--- config.mk ---
export PLATFORM = sky130hd
export DESIGN_NAME = double_tap_gesture_detector_flat
export DESIGN_NICKNAME = d
export VERILOG_FILES = /design/src/sv/dtgd_pkg.sv /design/src/sv/dtgd_if.sv /design/src/sv/dtgd_cfg.sv /design/src/sv/dtgd_core.sv /design/src/sv/double_tap_gesture_detector.sv /design/src/flat_wrapper.sv
export SDC_FILE = /design/constraint.sdc
export NUM_CORES = 1
export LEC_CHECK = 0
export ABC_AREA = 1
export BUFFER_PORTS_ARGS = -buffer_cell sky130_fd_sc_hd__buf_4
export CORE_UTILIZATION = 63
export DETAILED_ROUTE_END_ITERATION = 16
export PLACE_DENSITY = 0.82
export SLEW_MARGIN = 20
export SYNTH_ARGS = -nofsm -noshare
export SYNTH_HDL_FRONTEND = slang
export SYNTH_SLANG_ARGS = --single-unit
--- constraint.sdc ---
create_clock -name clk -period 31.4 [get_ports clk]
set_input_delay 1.57 -clock clk [delete_from_list [all_inputs] [get_ports clk]]
set_output_delay 1.57 -clock clk [all_outputs]
set_load 0.1 [all_outputs]
--- src/sv/dtgd_pkg.sv ---
// Types and constants of the double-tap gesture detector.
package dtgd_pkg;

	localparam int WINDOW_W   = 24;
	localparam int RADIUS_W   = 12;
	localparam int RADIUS_SQ_W = 2 * RADIUS_W;
	localparam int CFG_IDX_W  = 2;
	localparam int CFG_DATA_W = 24;
	localparam int REV_W      = 32;
	localparam int DETAIL_W   = 8;
	localparam int IDENT_W    = 32;
	localparam int ROT_W      = 2;
	localparam int ACTION_W   = 8;

	localparam logic [WINDOW_W-1:0]    WINDOW_RESET    = WINDOW_W'(300000);
	localparam logic [RADIUS_SQ_W-1:0] RADIUS_SQ_RESET = RADIUS_SQ_W'(40 * 40);

	localparam logic [CFG_IDX_W-1:0] REG_WINDOW = CFG_IDX_W'(0);
	localparam logic [CFG_IDX_W-1:0] REG_RADIUS = CFG_IDX_W'(1);

	typedef enum logic [1:0] {
		CMD_PRESS  = 2'd0,
		CMD_TAP    = 2'd1,
		CMD_POLL   = 2'd2,
		CMD_CANCEL = 2'd3
	} cmd_t;

	typedef struct packed {
		logic [WINDOW_W-1:0]    window_us;
		logic [RADIUS_SQ_W-1:0] radius_sq;
	} cfg_regs_t;

	typedef struct packed {
		logic                dismissed;
		logic                fired;
		logic [ACTION_W-1:0] fired_action;
	} res_t;

endpackage

--- src/sv/dtgd_if.sv ---
// Channel interfaces: touch events, results and configuration writes.
interface dtgd_evt_if #(
	parameter int COORD_BITS = 12,
	parameter int TIME_BITS  = 48
);
	logic                  valid;
	logic                  ready;
	logic [1:0]            cmd;
	logic [TIME_BITS-1:0]  now_us;
	logic [COORD_BITS-1:0] tap_x;
	logic [COORD_BITS-1:0] tap_y;
	logic                  item_active;
	logic [31:0]           item_revision;
	logic [7:0]            item_detail;
	logic [31:0]           item_ident;
	logic [1:0]            screen_rotation;
	logic [7:0]            action_code;

	modport source (
		output valid, cmd, now_us, tap_x, tap_y, item_active, item_revision,
			item_detail, item_ident, screen_rotation, action_code,
		input ready
	);
	modport sink (
		input valid, cmd, now_us, tap_x, tap_y, item_active, item_revision,
			item_detail, item_ident, screen_rotation, action_code,
		output ready
	);
endinterface

interface dtgd_res_if;
	logic       valid;
	logic       ready;
	logic       dismissed;
	logic       fired;
	logic [7:0] fired_action;

	modport source (output valid, dismissed, fired, fired_action, input ready);
	modport sink (input valid, dismissed, fired, fired_action, output ready);
endinterface

interface dtgd_cfg_if;
	logic        valid;
	logic        ready;
	logic [1:0]  idx;
	logic [23:0] wdata;

	modport source (output valid, idx, wdata, input ready);
	modport sink (input valid, idx, wdata, output ready);
endinterface

--- src/sv/dtgd_cfg.sv ---
// Configuration registers: tap window and squared tap radius.
module dtgd_cfg
	import dtgd_pkg::*;
(
	input  logic            clk,
	input  logic            arst_n,
	dtgd_cfg_if.sink        cfg,
	output cfg_regs_t       regs
);

	cfg_regs_t regs_q;
	logic [RADIUS_W-1:0] radius;

	assign cfg.ready = 1'b1;
	assign radius    = cfg.wdata[RADIUS_W-1:0];
	assign regs      = regs_q;

	always_ff @(posedge clk or negedge arst_n) begin
		if (!arst_n) begin
			regs_q.window_us <= WINDOW_RESET;
			regs_q.radius_sq <= RADIUS_SQ_RESET;
		end else if (cfg.valid) begin
			case (cfg.idx)
				REG_WINDOW: regs_q.window_us <= cfg.wdata[WINDOW_W-1:0];
				REG_RADIUS: regs_q.radius_sq <= RADIUS_SQ_W'(radius) * RADIUS_SQ_W'(radius);
				default: ;
			endcase
		end
	end

endmodule

--- src/sv/dtgd_core.sv ---
// Gesture state and per-event decision logic.
module dtgd_core
	import dtgd_pkg::*;
#(
	parameter int COORD_BITS = 12,
	parameter int TIME_BITS  = 48
) (
	input  logic                  clk,
	input  logic                  arst_n,
	input  logic                  step,
	input  logic [1:0]            cmd,
	input  logic [TIME_BITS-1:0]  now_us,
	input  logic [COORD_BITS-1:0] tap_x,
	input  logic [COORD_BITS-1:0] tap_y,
	input  logic                  item_active,
	input  logic [REV_W-1:0]      item_revision,
	input  logic [DETAIL_W-1:0]   item_detail,
	input  logic [IDENT_W-1:0]    item_ident,
	input  logic [ROT_W-1:0]      screen_rotation,
	input  logic [ACTION_W-1:0]   action_code,
	input  cfg_regs_t             regs,
	output res_t                  result
);

	localparam int SQ_W  = 2 * COORD_BITS;
	localparam int CMP_W = (SQ_W + 1 > RADIUS_SQ_W) ? SQ_W + 1 : RADIUS_SQ_W;

	logic                  pending_q, pressed_q, second_q;
	logic [REV_W-1:0]      saved_revision_q;
	logic [DETAIL_W-1:0]   saved_detail_q;
	logic [ROT_W-1:0]      saved_rotation_q;
	logic [COORD_BITS-1:0] saved_x_q, saved_y_q;
	logic [TIME_BITS-1:0]  start_time_q;
	logic [IDENT_W-1:0]    saved_ident_q;
	logic [ACTION_W-1:0]   saved_action_q;

	logic                  pending_nxt, pressed_nxt, second_nxt, load;
	logic [TIME_BITS-1:0]  elapsed, window;
	logic                  item_match, in_radius, dis;
	logic [COORD_BITS-1:0] dx, dy;
	logic [SQ_W-1:0]       dx2, dy2;
	logic [CMP_W-1:0]      dist2;

	assign elapsed    = now_us - start_time_q;
	assign window     = TIME_BITS'(regs.window_us);
	assign item_match = item_active && saved_revision_q == item_revision &&
		saved_detail_q == item_detail && saved_ident_q == item_ident &&
		saved_rotation_q == screen_rotation;

	assign dx        = (tap_x >= saved_x_q) ? tap_x - saved_x_q : saved_x_q - tap_x;
	assign dy        = (tap_y >= saved_y_q) ? tap_y - saved_y_q : saved_y_q - tap_y;
	assign dx2       = SQ_W'(dx) * SQ_W'(dx);
	assign dy2       = SQ_W'(dy) * SQ_W'(dy);
	assign dist2     = CMP_W'(dx2) + CMP_W'(dy2);
	assign in_radius = dist2 <= CMP_W'(regs.radius_sq);
	assign dis       = pending_q && item_match && second_q && in_radius;

	always_comb begin
		pending_nxt = pending_q;
		pressed_nxt = pressed_q;
		second_nxt  = second_q;
		load        = 1'b0;
		result      = '0;
		case (cmd_t'(cmd))
			CMD_PRESS: begin
				pressed_nxt = 1'b1;
				second_nxt  = pending_q && elapsed <= window;
			end
			CMD_TAP: begin
				pending_nxt = 1'b0;
				pressed_nxt = 1'b0;
				second_nxt  = 1'b0;
				if (dis) begin
					result.dismissed = 1'b1;
				end else if (item_active) begin
					pending_nxt = 1'b1;
					load        = 1'b1;
				end
			end
			CMD_POLL: begin
				if (pending_q) begin
					if (!item_match) begin
						pending_nxt = 1'b0;
						pressed_nxt = 1'b0;
						second_nxt  = 1'b0;
					end else if (!pressed_q && elapsed >= window) begin
						pending_nxt = 1'b0;
						if (saved_action_q != '0) begin
							result.fired        = 1'b1;
							result.fired_action = saved_action_q;
						end
					end
				end
			end
			CMD_CANCEL: begin
				pending_nxt = 1'b0;
				pressed_nxt = 1'b0;
				second_nxt  = 1'b0;
			end
			default: ;
		endcase
	end

	always_ff @(posedge clk or negedge arst_n) begin
		if (!arst_n) begin
			pending_q <= 1'b0;
			pressed_q <= 1'b0;
			second_q  <= 1'b0;
		end else if (step) begin
			pending_q <= pending_nxt;
			pressed_q <= pressed_nxt;
			second_q  <= second_nxt;
		end
	end

	// saved fields only matter while a gesture is pending
	always_ff @(posedge clk) begin
		if (step && load) begin
			saved_revision_q <= item_revision;
			saved_detail_q   <= item_detail;
			saved_ident_q    <= item_ident;
			saved_rotation_q <= screen_rotation;
			saved_x_q        <= tap_x;
			saved_y_q        <= tap_y;
			start_time_q     <= now_us;
			saved_action_q   <= action_code;
		end
	end

endmodule

--- src/sv/double_tap_gesture_detector.sv ---
// Top level of the double-tap gesture detector.
//
//   channel  dir  handshake      beat
//   evt      in   valid/ready    one touch event (press, tap, poll, cancel)
//   res      out  valid/ready    one result per event
//   cfg      in   valid/ready    register write, ready held high
//
// One event per cycle while res.ready is high; the result is registered.
// Event register feeds the decision logic, which updates gesture state and the
// result register in the same cycle. A stalled result holds the event register;
// ready drops only when both are full and res.ready is low.
// Reset clears all flags and restores the default window and radius.
module double_tap_gesture_detector
	import dtgd_pkg::*;
#(
	parameter int COORD_BITS = 12,
	parameter int TIME_BITS  = 48
) (
	input  logic        clk,
	input  logic        arst_n,
	dtgd_evt_if.sink    evt,
	dtgd_res_if.source  res,
	dtgd_cfg_if.sink    cfg
);

	cfg_regs_t regs;
	res_t      result;

	logic                  valid_s1;
	logic [1:0]            cmd_s1;
	logic [TIME_BITS-1:0]  now_us_s1;
	logic [COORD_BITS-1:0] tap_x_s1, tap_y_s1;
	logic                  item_active_s1;
	logic [REV_W-1:0]      item_revision_s1;
	logic [DETAIL_W-1:0]   item_detail_s1;
	logic [IDENT_W-1:0]    item_ident_s1;
	logic [ROT_W-1:0]      screen_rotation_s1;
	logic [ACTION_W-1:0]   action_code_s1;

	logic res_valid_q;
	res_t res_q;
	logic advance, step, take;

	assign advance   = !res_valid_q || res.ready;
	assign step      = valid_s1 && advance;
	assign evt.ready = !valid_s1 || advance;
	assign take      = evt.valid && evt.ready;

	always_ff @(posedge clk or negedge arst_n) begin
		if (!arst_n) begin
			valid_s1    <= 1'b0;
			res_valid_q <= 1'b0;
		end else begin
			if (evt.ready) valid_s1 <= evt.valid;
			if (advance) res_valid_q <= valid_s1;
		end
	end

	always_ff @(posedge clk) begin
		if (take) begin
			cmd_s1             <= evt.cmd;
			now_us_s1          <= evt.now_us;
			tap_x_s1           <= evt.tap_x;
			tap_y_s1           <= evt.tap_y;
			item_active_s1     <= evt.item_active;
			item_revision_s1   <= evt.item_revision;
			item_detail_s1     <= evt.item_detail;
			item_ident_s1      <= evt.item_ident;
			screen_rotation_s1 <= evt.screen_rotation;
			action_code_s1     <= evt.action_code;
		end
		if (step) res_q <= result;
	end

	dtgd_cfg u_cfg (
		.clk    (clk),
		.arst_n (arst_n),
		.cfg    (cfg),
		.regs   (regs)
	);

	dtgd_core #(
		.COORD_BITS (COORD_BITS),
		.TIME_BITS  (TIME_BITS)
	) u_core (
		.clk             (clk),
		.arst_n          (arst_n),
		.step            (step),
		.cmd             (cmd_s1),
		.now_us          (now_us_s1),
		.tap_x           (tap_x_s1),
		.tap_y           (tap_y_s1),
		.item_active     (item_active_s1),
		.item_revision   (item_revision_s1),
		.item_detail     (item_detail_s1),
		.item_ident      (item_ident_s1),
		.screen_rotation (screen_rotation_s1),
		.action_code     (action_code_s1),
		.regs            (regs),
		.result          (result)
	);

	assign res.valid        = res_valid_q;
	assign res.dismissed    = res_q.dismissed;
	assign res.fired        = res_q.fired;
	assign res.fired_action = res_q.fired_action;

endmodule

--- src/flat_wrapper.sv ---
// flat-port wrapper written by rule: the top's interface ports become plain ports
module double_tap_gesture_detector_flat import dtgd_pkg::*;
#(
	parameter int COORD_BITS = 12,
	parameter int TIME_BITS  = 48
)
  (clk, arst_n, evt_valid, evt_cmd, evt_now_us, evt_tap_x, evt_tap_y, evt_item_active, evt_item_revision, evt_item_detail, evt_item_ident, evt_screen_rotation, evt_action_code, evt_ready, res_valid, res_dismissed, res_fired, res_fired_action, res_ready, cfg_valid, cfg_idx, cfg_wdata, cfg_ready);
  dtgd_evt_if #(.COORD_BITS(COORD_BITS), .TIME_BITS(TIME_BITS)) evt_i ();
  dtgd_res_if res_i ();
  dtgd_cfg_if cfg_i ();
  input  logic clk;
  input  logic arst_n;
  input wire logic [$bits(evt_i.valid)-1:0] evt_valid;
  input wire logic [$bits(evt_i.cmd)-1:0] evt_cmd;
  input wire logic [$bits(evt_i.now_us)-1:0] evt_now_us;
  input wire logic [$bits(evt_i.tap_x)-1:0] evt_tap_x;
  input wire logic [$bits(evt_i.tap_y)-1:0] evt_tap_y;
  input wire logic [$bits(evt_i.item_active)-1:0] evt_item_active;
  input wire logic [$bits(evt_i.item_revision)-1:0] evt_item_revision;
  input wire logic [$bits(evt_i.item_detail)-1:0] evt_item_detail;
  input wire logic [$bits(evt_i.item_ident)-1:0] evt_item_ident;
  input wire logic [$bits(evt_i.screen_rotation)-1:0] evt_screen_rotation;
  input wire logic [$bits(evt_i.action_code)-1:0] evt_action_code;
  output wire logic [$bits(evt_i.ready)-1:0] evt_ready;
  output wire logic [$bits(res_i.valid)-1:0] res_valid;
  output wire logic [$bits(res_i.dismissed)-1:0] res_dismissed;
  output wire logic [$bits(res_i.fired)-1:0] res_fired;
  output wire logic [$bits(res_i.fired_action)-1:0] res_fired_action;
  input wire logic [$bits(res_i.ready)-1:0] res_ready;
  input wire logic [$bits(cfg_i.valid)-1:0] cfg_valid;
  input wire logic [$bits(cfg_i.idx)-1:0] cfg_idx;
  input wire logic [$bits(cfg_i.wdata)-1:0] cfg_wdata;
  output wire logic [$bits(cfg_i.ready)-1:0] cfg_ready;
  assign evt_i.valid = evt_valid;
  assign evt_i.cmd = evt_cmd;
  assign evt_i.now_us = evt_now_us;
  assign evt_i.tap_x = evt_tap_x;
  assign evt_i.tap_y = evt_tap_y;
  assign evt_i.item_active = evt_item_active;
  assign evt_i.item_revision = evt_item_revision;
  assign evt_i.item_detail = evt_item_detail;
  assign evt_i.item_ident = evt_item_ident;
  assign evt_i.screen_rotation = evt_screen_rotation;
  assign evt_i.action_code = evt_action_code;
  assign evt_ready = evt_i.ready;
  assign res_valid = res_i.valid;
  assign res_dismissed = res_i.dismissed;
  assign res_fired = res_i.fired;
  assign res_fired_action = res_i.fired_action;
  assign res_i.ready = res_ready;
  assign cfg_i.valid = cfg_valid;
  assign cfg_i.idx = cfg_idx;
  assign cfg_i.wdata = cfg_wdata;
  assign cfg_ready = cfg_i.ready;
  double_tap_gesture_detector #(.COORD_BITS(COORD_BITS), .TIME_BITS(TIME_BITS)) u_core (.clk(clk), .arst_n(arst_n), .evt(evt_i), .res(res_i), .cfg(cfg_i));
endmodule
### Word-level counts from Yosys, hierarchy flattened

Cells that the tools add are included.

* mux-type cells: 15
* reduce and logical (&&, ||, !) cells: 28
* eq/ne operators: 10
* add/sub/neg operators: 6
* $lt $le $gt $ge: 5
* multiply operators: 3

Operator list (count)
* multiplier 12 x 12 -> 24 bit: 3
* == test 32 bit: 2
* >= comparator 48 x 24 -> 1 bit: 1
* <= comparator 48 x 24 -> 1 bit: 1
* subtractor 12 bit: 4
* subtractor 48 bit: 1
* adder 24 x 24 -> 25 bit: 1
* <= comparator 25 x 24 -> 1 bit: 1
* >= comparator 12 bit: 2
* two-way mux 12 bit: 2
* logical AND 1 bit: 12
* two-way mux 1 bit: 9
* two-way mux 9 bit: 1
* one-hot mux 1 bit (3 select lines): 3
* == test 8 bit: 1
* nonzero test 8 bit: 1
* AND reduction 2 bit: 3
* AND reduction 5 bit: 1
* == test 2 x 1 -> 1 bit, second input constant: 2
* == test 2 bit, second input constant: 2
* zero test 2 bit: 2
* != test 2 bit, second input constant: 2
* AND reduction 4 bit: 1
* zero test 1 bit: 3
* 5 further kinds: 6

* output and inout port bits: 13
* input bits: 188
* bits in registers: 374
* word-level logic and storage cells: 95

### Depth between registers and ports, before layout

Gate-level depths: netlist (run 1).

* word-level depth: 11
* depth in mapped cells: 55
* depth with buffers taken out: 53

### Hierarchy

From an unflattened synthesis (run 1), not the netlist that was laid out.

* cells, all modules: 3894
* area, all modules: 33578.5 um^2

Modules (own cells, without submodules)
* dtgd_core: cells each 2958, area an instance 22370.2 um^2, instances 1
* dtgd_cfg: cells each 757, area an instance 6098.3 um^2, instances 1
* double_tap_gesture_detector: cells each 179, area an instance 5109.9 um^2, instances 1

### Least setup slack after synthesis (run 1)

Ideal clock, no wire load.

* path type: flip-flop to flip-flop
* start point: register u_core.tap_y_s1[0]
* end point: register u_core.u_core.saved_action_q[0], enable pin
* setup slack: 15905 ps
* cell stages (with the launch flop): 45
* data required time: 30730 ps
* buffers on the path: 2
* arrival: 14826 ps
* path through: edfxtp_1 inv_1 ha_1 inv_1 fa_1 a21oi_1 inv_1 nand3_1 nand3_2 buf_4 o21ai_0 nand2_1 buf_2 nor2_1 inv_1 fa_1 fa_1 inv_1 [... 9 more ...] o21ai_2 a21boi_2 o21ai_1 a21boi_0 o21ai_2 xor2_1 ha_1 nand2_1 nor2_1 a21boi_0 o21bai_1 nand2_1 nand2_1 nand2_1 nand2_1 nand2_1 nand3_1 nor2_1

* cells in the longest elaborated chain, start to end: 9

Ends and longest elaborated chain
* start: declaration: line double_tap_gesture_detector.sv:32 `logic [COORD_BITS-1:0] tap_x_s1, tap_y_s1;`
* start signal: assignment: line double_tap_gesture_detector.sv:64 `tap_y_s1 <= evt.tap_y;`
* subtractor 12 bit or >= comparator 12 bit (tied branches): line dtgd_core.sv:51 `assign dy = (tap_y >= saved_y_q) ? tap_y - saved_y_q : saved_y_q - tap_y;`
* two-way mux 12 bit (*): line dtgd_core.sv:51
* multiplier 12 x 12 -> 24 bit (*): line dtgd_core.sv:53 `assign dy2 = SQ_W'(dy) * SQ_W'(dy);`
* adder 24 x 24 -> 25 bit (*): line dtgd_core.sv:54 `assign dist2 = CMP_W'(dx2) + CMP_W'(dy2);`
* <= comparator 25 x 24 -> 1 bit (*): line dtgd_core.sv:55 `assign in_radius = dist2 <= CMP_W'(regs.radius_sq);`
* logical AND 1 bit (*): line dtgd_core.sv:56 `assign dis = pending_q && item_match && second_q && in_radius;`
* two-way mux 1 bit (*): line dtgd_core.sv:73 `if (dis) begin`
* two-way mux 1 bit (*): line dtgd_core.sv:64 `case (cmd_t'(cmd))`
* logical AND 1 bit (*): line dtgd_core.sv:118 `if (step && load) begin`
* end signal: assignment: line dtgd_core.sv:126 `saved_action_q <= action_code;`
* end: declaration: line dtgd_core.sv:35 `logic [ACTION_W-1:0] saved_action_q;`

Mark *: on every way between the ends. The rest lies on a longest branch, timed or not.
A chain may end at the register's enable or synchronous reset.

### Worst setup path in the final report (run 1)

* start point: register u_core.tap_x_s1[0]
* end point: register u_core.u_core.saved_x_q[10], enable pin

* cells in the longest elaborated chain, start to end: 9

Ends and longest elaborated chain
* start: declaration: line double_tap_gesture_detector.sv:32
* start signal: assignment: line double_tap_gesture_detector.sv:63 `tap_x_s1 <= evt.tap_x;`
* subtractor 12 bit or >= comparator 12 bit (tied branches): line dtgd_core.sv:50 `assign dx = (tap_x >= saved_x_q) ? tap_x - saved_x_q : saved_x_q - tap_x;`
* two-way mux 12 bit (*): line dtgd_core.sv:50
* multiplier 12 x 12 -> 24 bit (*): line dtgd_core.sv:52 `assign dx2 = SQ_W'(dx) * SQ_W'(dx);`
* adder 24 x 24 -> 25 bit (*): line dtgd_core.sv:54
* <= comparator 25 x 24 -> 1 bit (*): line dtgd_core.sv:55
* logical AND 1 bit (*): line dtgd_core.sv:56
* two-way mux 1 bit (*): line dtgd_core.sv:73
* two-way mux 1 bit (*): line dtgd_core.sv:64
* logical AND 1 bit (*): line dtgd_core.sv:118
* end signal: assignment: line dtgd_core.sv:123 `saved_x_q <= tap_x;`
* end: declaration: line dtgd_core.sv:32 `logic [COORD_BITS-1:0] saved_x_q, saved_y_q;`

Marks and branches as above.

==> results of run 1 <==
[cell usage after synthesis, types with 23 or more instances]
cell type	number
a21oi_1	156
dfrtp_1	41
edfxtp_1	321
fa_1	284
ha_1	304
inv_1	940
nand2_1	797
nand2_2	23
nand3_1	70
nand4_1	57
nor2_1	279
nor2_2	24
nor3_1	24
o21ai_0	81
or2_2	41
xor2_1	101
[final timing paths]
kind | to | slack [ps]
worst max-delay path | u_core.u_core.saved_x_q[10]$_DFFE_PP_ | 18850
worst min-delay path | u_core.u_core.saved_action_q[4]$_DFFE_PP_ | 430
worst max register to register | u_core.u_core.saved_x_q[10]$_DFFE_PP_ | 18850
max in group asynchronous | u_core.u_cfg.regs[7]$_DFFE_PN0P_ | 29900
min in group asynchronous | u_core.valid_s1$_DFFE_PN0N_ | 1000
worst min register to register | u_core.u_core.saved_action_q[4]$_DFFE_PP_ | 430
[per-stage QoR]
step	utilization (%)	hold slack [ps]	cells	area (um2)
after floorplan	-	400	3770	32900
after global placement	68.2	430	4608	35100
after detailed placement	68.2	414	4608	35100
after CTS	70.9	429	4681	36500
after global routing	70.9	444	4681	36500
final	70.9	428	4681	36500
[area by class of cell]
cell class | instances | area share, %
Multi-Input combinational cell | 2393 | 49.7
Clock inverter | 25 | 0.990
Clock buffer | 48 | 2.88
Timing Repair Buffer | 204 | 4.19
Sequential cell | 373 | 30.0
Tap cell | 680 | 2.33
Inverter | 958 | 9.86
[flip-flops by register name (all words and copies together), names as in the netlist, 2 cells and up]
signal                          cells
u_core.u_core.saved_ident_q        32
u_core.u_core.saved_revision_q     32
u_core.u_core.saved_detail_q        8
u_core.u_core.saved_y_q            12
u_core.res.fired_action             8
u_core.cmd_s1                       2
u_core.item_ident_s1               32
u_core.screen_rotation_s1           2
u_core.tap_x_s1                    12
u_core.item_revision_s1            32
u_core.u_core.start_time_q         48
u_core.u_core.saved_x_q            12
u_core.item_detail_s1               8
u_core.now_us_s1                   48
u_core.action_code_s1               8
u_core.u_core.saved_rotation_q      2
u_core.u_cfg.regs                  47
u_core.u_core.saved_action_q        8
u_core.tap_y_s1                    12
[cell families (layout without fill, tap and decap cells)]
logic type      Yosys count  after routing  share of synthesized area [%]
xor+xnor                123            123                           3.30
mux                       1              1                         0.0342
simple gates           1361           1361                           17.5
compound gates          319            319                           5.45
fa+ha+maj               588            588                           28.8
buf+inv                1004           1235                           11.6
flops                   373            373                           33.3
other cells               1              1                         0.0114
[placed cells by master (no fill, tap or decap), types with 19 or more instances in the layout]
| cell type | instances |
|---|---|
| nand2_1 | 797 |
| or2_2 | 41 |
| fa_1 | 284 |
| clkbuf_16 | 41 |
| nand4_1 | 57 |
| nor4_1 | 19 |
| edfxtp_1 | 321 |
| dfrtp_1 | 41 |
| buf_4 | 204 |
| xor2_1 | 101 |
| a21oi_1 | 156 |
| nor2_1 | 278 |
| nor2_2 | 24 |
| nor3_1 | 24 |
| nand2_2 | 23 |
| nand3_1 | 70 |
| ha_1 | 304 |
| o21ai_0 | 81 |
| xnor2_1 | 21 |
| inv_1 | 939 |
[worst max-delay path, delay by kind of cell (launching register included)]
kind | cells | cell delay (ps)
adder cells (fa/ha/maj) | 11 | 4690
buffers and inverters | 10 | 2330
AO/OA/AOI/OAI | 11 | 1830
AND/OR/NAND/NOR | 14 | 1810
XOR/XNOR | 2 | 940
flip-flops | 1 | 420
[metal layers]
metal / vias up / global-route usage, % / share of wire (%)
met3: 173 / 4.16 / 6.2
met1: 11800 / 37.9 / 41
met4: 0 / 11.2 / 3.9
met5: - / 0 / 0
met2: 846 / 49.9 / 49
li1: 12000 / - / -
==> impl_metrics.ini, run 1 <==
[worst_hold_path]
holdPathStages = 0
hold_class = reg -> reg
timing.hold.worst.start = u_core.action_code_s1[4]$_DFFE_PP_

[detailed_routing]
first_pass_iters = 8
ant_nets = 0
wirelength_mm = 75.3
vias = 24800
vias_per_cell = 5.31
dr.first_iter.drc_count = 1737
drcViolationCount = 0
post_drt_wl_per_cell_um = 16.1

[cts]
clock_sinks = 373
post-cts-setup-buffers = 0
cts_hold_buf = 0
ctsLongestPathBuffers = 3
tritoncts = yes
htree_levels = 2
cts_root_buf = clkbuf_16
insertion_delay_ps = 590
numCtsBuffers = 41
clk_pin_slew_worst_paths_ps = 60
ctsResizeCount = 0

[yosys]
syn_area_per_cell_um2 = 8.73
seq_area_frac_synth_pct = 33.3
yosysTopAreaCell = edfxtp_1
syn_inst = 3770
synth.net_count = 4546
syn_area_um2 = 32900
ys_warn_count = 0
synthArstFlopShare_pct = 13.9
synth_cell_types = 57
synth-seq-cells = 373
synth_top_area_share_pct = 29.3
synth-edff-count = 321
synth_area_leaders = edfxtp_1, fa_1, ha_1
ys.flop_type = edfxtp_1

[timing]
setup_tns_ps = 0
clock_skew_ps = 33.5
max_freq_mhz = 79.7
maxSlewHeadroom_pct = 32.8
finalCriticalPeriod_ps = 12550
tightest_slew_ps = 1010
setup_slack_ps = 18850
rsz0062_at_grt = false
slew_viol_final = 0
setup_viol = 0
hold_viol = 0
post-route-period-util_pct = 40.0

[final_layout]
n_antenna_cell = 0
fill_cells = 3957
drive_gt1_share_pct = 10.0
multiInputGateArea_um2 = 18200
area_growth_pct = 10.9
regArea_um2 = 11000
nNetsFinal = 4747

[setup_path]
arrival_ps = 12750
max_stage_delay_ps = 860
worstSetupEndpointType = register
crit_type = reg -> reg
crit_top_cell = nand2_1
crit_fanout = 73
cp_slowest_cell = buf_4
r2r-start = u_core.tap_x_s1[0]$_DFFE_PP_
cp-start-kind = register
required_ps = 31600
worst_r2r_path_depth = 48
startpoint = u_core.tap_x_s1[0]$_DFFE_PP_

[outcome]
outcome = complete, no violations

[floorplanning]
core_um2 = 51500
initial_core_util_pct = 63.9
fp.dieArea_um2 = 53200
fp.dieW_um = 231
rows = 83
fp.dieH_um = 231
ioPinCount = 201

[placement]
gp_congestion = 0.959
portBuffers = 199
dp_hpwl_mm = 61.4
dpl_worst_slack_ps = 18920

[grt]
overflow = 0
grt_pass1_vias = 25000
grt_first_pass_wirelength_mm = 122
gr-usage-all-layers_pct = 29.3
antenna_found_initial = 0
grt_max_degree = 84

[job]
drv_cap = 0
Power of run 1 is not shown: default switching activity piles up to over one toggle a cycle in this logic, so the estimate is an artifact.
==> run 2, diff against run 1 <==
Settings changed: CORE_UTILIZATION 63 to 57, PLACE_DENSITY 0.82 to 0.78.
Clock period 31.4 ns to 11.3 ns, I/O delays scaled along.
==> impl_metrics.ini, run 2 (synthesis results as in run 1) <==
[worst_hold_path]
hold_class = in -> async

[final_layout]
layout_commonest_cell = inv_1
area_growth_pct = 11.6
n_antenna_cell = 0
drive_gt1_share_pct = 10.3
fin_area_um2 = 36700
final_cell_mix = inv_1, nand2_1, edfxtp_1
nNetsFinal = 4749

[cts]
post-cts-setup-buffers = 0
clock_sinks = 373
ctsLongestPathBuffers = 3
cts_hold_buf = 0
htree_levels = 2
insertion_delay_ps = 590
tritoncts = yes
ctsResizeCount = 0
numCtsBuffers = 41
clk_pin_slew_worst_paths_ps = 60
cts_root_buf = clkbuf_16

[detailed_routing]
dr.first_iter.drc_count = 1736
wirelength_mm = 77.6
vias = 24700
post_drt_wl_per_cell_um = 16.3
ant_nets = 0
vias_per_cell = 5.18
drcViolationCount = 0
first_pass_iters = 6

[setup_path]
max_stage_delay_ps = 580
crit_type = reg -> reg
arrival_ps = 10870
crit_fanout = 112
crit_top_cell = fa_1
required_ps = 11510
cp-start-kind = register
worstSetupEndpointType = register
cp_slowest_cell = fa_1

[placement]
gp_congestion = 0.952
portBuffers = 199
dp_hpwl_mm = 63.2
place_area_um2 = 35200

[floorplanning]
fp.dieArea_um2 = 58700
rows = 87
fp.dieH_um = 242
ioPinCount = 201
initial_core_util_pct = 58.0
fp.dieW_um = 242
core_um2 = 56700

[grt]
grt_first_pass_wirelength_mm = 127
antenna_found_initial = 5
grt_max_degree = 113
overflow = 0
grt_pass1_vias = 25400
gr-usage-all-layers_pct = 27.1

[timing]
finalCriticalPeriod_ps = 10660
max_freq_mhz = 93.8
maxSlewHeadroom_pct = 29.3
tightest_slew_ps = 1060
post-route-period-util_pct = 94.3
hold_viol = 0
rsz0062_at_grt = true
slew_viol_final = 0
setup_viol = 0
clock_skew_ps = 32.5

[job]
drv_cap = 0

[outcome]
outcome = complete, no violations
==> run 2: cell count changes in the layout (fill, tap and decap cells not counted), moves of 2 or more <==
| cell | before | now |
|---|---|---|
| nand2_2 | 23 | 25 |
| clkinvlp_4 | 1 | 3 |
| nand2_1 | 797 | 795 |
| clkinv_16 | 3 | 1 |
| clkbuf_16 | 41 | 43 |
| clkbuf_1 | 7 | 5 |
| bufinv_16 | 6 | 8 |
==> run 2: critical path, delay by kind of cell, from the launching register on <==
kind                       cells  cell delay, ps
adders and majority gates     10            4730
and+or+nand+nor               17            2590
AOI/OAI and AO/OA              8            1250
buffers and inverters          8            1160
DFF                            1             410
==> run 2: worst paths after layout <==
check	startpoint	to	slack, ps	cells past startpoint
setup / recovery	u_core.tap_y_s1[0]$_DFFE_PP_	u_core.u_core.start_time_q[28]$_DFFE_PP_	640	43
hold / removal	arst_n	u_core.u_cfg.regs[38]$_DFFE_PN0P_	10	1
setup reg to reg	u_core.tap_y_s1[0]$_DFFE_PP_	u_core.u_core.start_time_q[28]$_DFFE_PP_	640	43
hold reg to reg	u_core.action_code_s1[4]$_DFFE_PP_	u_core.u_core.saved_action_q[4]$_DFFE_PP_	400	0
max in group asynchronous	arst_n	u_core.u_cfg.regs[5]$_DFFE_PN0P_	10840	1
min in group clk	evt_item_revision[10]	u_core.item_revision_s1[10]$_DFFE_PP_	150	1
==> run 2: routing by layer <==
metal | routed length [um] | share of wire (%) | track usage [%]
met2 | 38500 | 50 | 47.1
met4 | 2410 | 3.1 | 8.13
met5 | 58 | 0.075 | 0
met1 | 32100 | 41 | 34.8
met3 | 4490 | 5.8 | 4.34
==> run 2: per-stage QoR <==
stage          hold slack [ps]  TNS [ps]  worst slack, ps  util, %  std cells
2_1_floorplan              269         0              112        -       3770
3_3_place_gp               401         0              862     62.1       4686
3_5_place_dp               405         0              653     62.1       4686
4_1_cts                   17.7         0              630     64.7       4762
5_1_grt                   60.3     -2210            -34.3     64.8       4762
6_report                  14.8         0              642     64.8       4762
==> run 2: cell type report <==
type	count	area [um2]
Timing Repair Buffer	206	1570
Multi-Input combinational cell	2393	18200
Clock inverter	29	410
Clock buffer	47	1070
Fill cell	4604	20000
Sequential cell	373	11000
Tap cell	756	946
Inverter	958	3600
Power of run 2 is left out for the same reason.
==> run 3, diff against run 2 <==
Settings changed: PLACE_DENSITY 0.78 to 0.85.
==> impl_metrics.ini, run 3 (synthesis results as in run 1) <==
[setup_path]
cp-start-kind = register
arrival_ps = 10860
critical_path_depth = 46
worstSetupEndpointType = register
required_ps = 11610
worst_r2r_path_depth = 46
critPathBufInv = 11
max_stage_delay_ps = 560
cp_top_family = adder cells
crit_fanout = 26
crit_type = reg -> reg
cp_slowest_cell = fa_1

[final_layout]
nNetsFinal = 4757
area_growth_pct = 11.8
drive_gt1_share_pct = 10.2
layout_commonest_cell = inv_1
final_cell_mix = inv_1, nand2_1, edfxtp_1
fill_cells = 4399
multiInputGateArea_um2 = 18200
regArea_um2 = 11000

[timing]
setup_tns_ps = 0
slew_viol_final = 0
tightest_slew_ps = 947
post-route-period-util_pct = 93.3
max_freq_mhz = 94.8
finalCriticalPeriod_ps = 10540
rsz0062_at_grt = false
hold_viol = 0
maxSlewHeadroom_pct = 36.8
setup_viol = 0
clock_skew_ps = 45.4

[grt]
grt_max_degree = 84
grt_first_pass_wirelength_mm = 127
overflow = 0
gr-usage-all-layers_pct = 27.4
grt_pass1_vias = 25800
antenna_found_initial = 4

[worst_hold_path]
holdPathStages = 1
hold_class = in -> reg

[cts]
htree_levels = 2
numCtsBuffers = 40
clock_sinks = 373
tritoncts = yes
ctsLongestPathBuffers = 3
insertion_delay_ps = 600
clk_pin_slew_worst_paths_ps = 60
cts_root_buf = clkbuf_16

[detailed_routing]
first_pass_iters = 5
post_drt_wl_per_cell_um = 16.5
wirelength_mm = 78.7
dr.first_iter.drc_count = 1879
vias = 25100
vias_per_cell = 5.27
ant_nets = 0
drcViolationCount = 0

[floorplanning]
rows = 87
core_um2 = 56700
initial_core_util_pct = 58.0
ioPinCount = 201
fp.dieH_um = 242
fp.dieArea_um2 = 58700
fp.dieW_um = 242

[outcome]
outcome = complete, no violations

[job]
drv_cap = 0

[placement]
dp_hpwl_mm = 64.4
gp_congestion = 0.981
portBuffers = 199
==> run 3: area by class of cell <==
type	instances	area share (%)
Clock inverter	22	0.959
Tap cell	756	2.57
Timing Repair Buffer	215	4.63
Sequential cell	373	29.8
Clock buffer	50	2.91
Antenna cell	1	0.00680
Multi-Input combinational cell	2393	49.4
Inverter	958	9.78
==> run 3: what timing repair did <==
item,4_1_cts,5_1_grt
setup endpoints to repair,0,154
gates resized for setup,0,4
setup buffers,0,1
hold buffers,1,0
endpoints found under the hold margin,2,0
==> run 3: final timing paths <==
path / from / to / slack [ps]
min: evt_item_detail[3] / u_core.item_detail_s1[3]$_DFFE_PP_ / 130
min reg2reg: u_core.action_code_s1[4]$_DFFE_PP_ / u_core.u_core.saved_action_q[4]$_DFFE_PP_ / 420
min in group asynchronous: arst_n / u_core.res.valid$_DFFE_PN0P_ / 510
max: u_core.tap_y_s1[0]$_DFFE_PP_ / u_core.u_core.saved_x_q[10]$_DFFE_PP_ / 760
max in group asynchronous: arst_n / u_core.u_cfg.regs[7]$_DFFE_PN0P_ / 10280
max reg2reg: u_core.tap_y_s1[0]$_DFFE_PP_ / u_core.u_core.saved_x_q[10]$_DFFE_PP_ / 760
==> run 3: per-stage QoR <==
step | area (um2) | setup WS (ps) | hold slack [ps] | instances | utilization, %
4_1_cts | 36800 | 577 | 101 | 4766 | 64.8
3_3_place_gp | 35300 | 786 | 402 | 4693 | 62.3
6_report | 36800 | 757 | 134 | 4768 | 64.9
2_1_floorplan | 32900 | 112 | 269 | 3770 | -
5_1_grt | 36800 | 3.06 | 106 | 4768 | 64.9
3_5_place_dp | 35300 | 648 | 406 | 4693 | 62.3
==> run 3: per-layer routing <==
| layer | wire, um | GRT usage [%] | up-vias |
|---|---|---|---|
| met4 | 3270 | 11.3 | 6 |
| li1 | - | - | 12100 |
| met3 | 5970 | 5.46 | 197 |
| met5 | 46 | 0 | - |
| met2 | 38400 | 46.6 | 907 |
| met1 | 31000 | 34.0 | 11900 |
Power of run 3 is left out for the same reason.
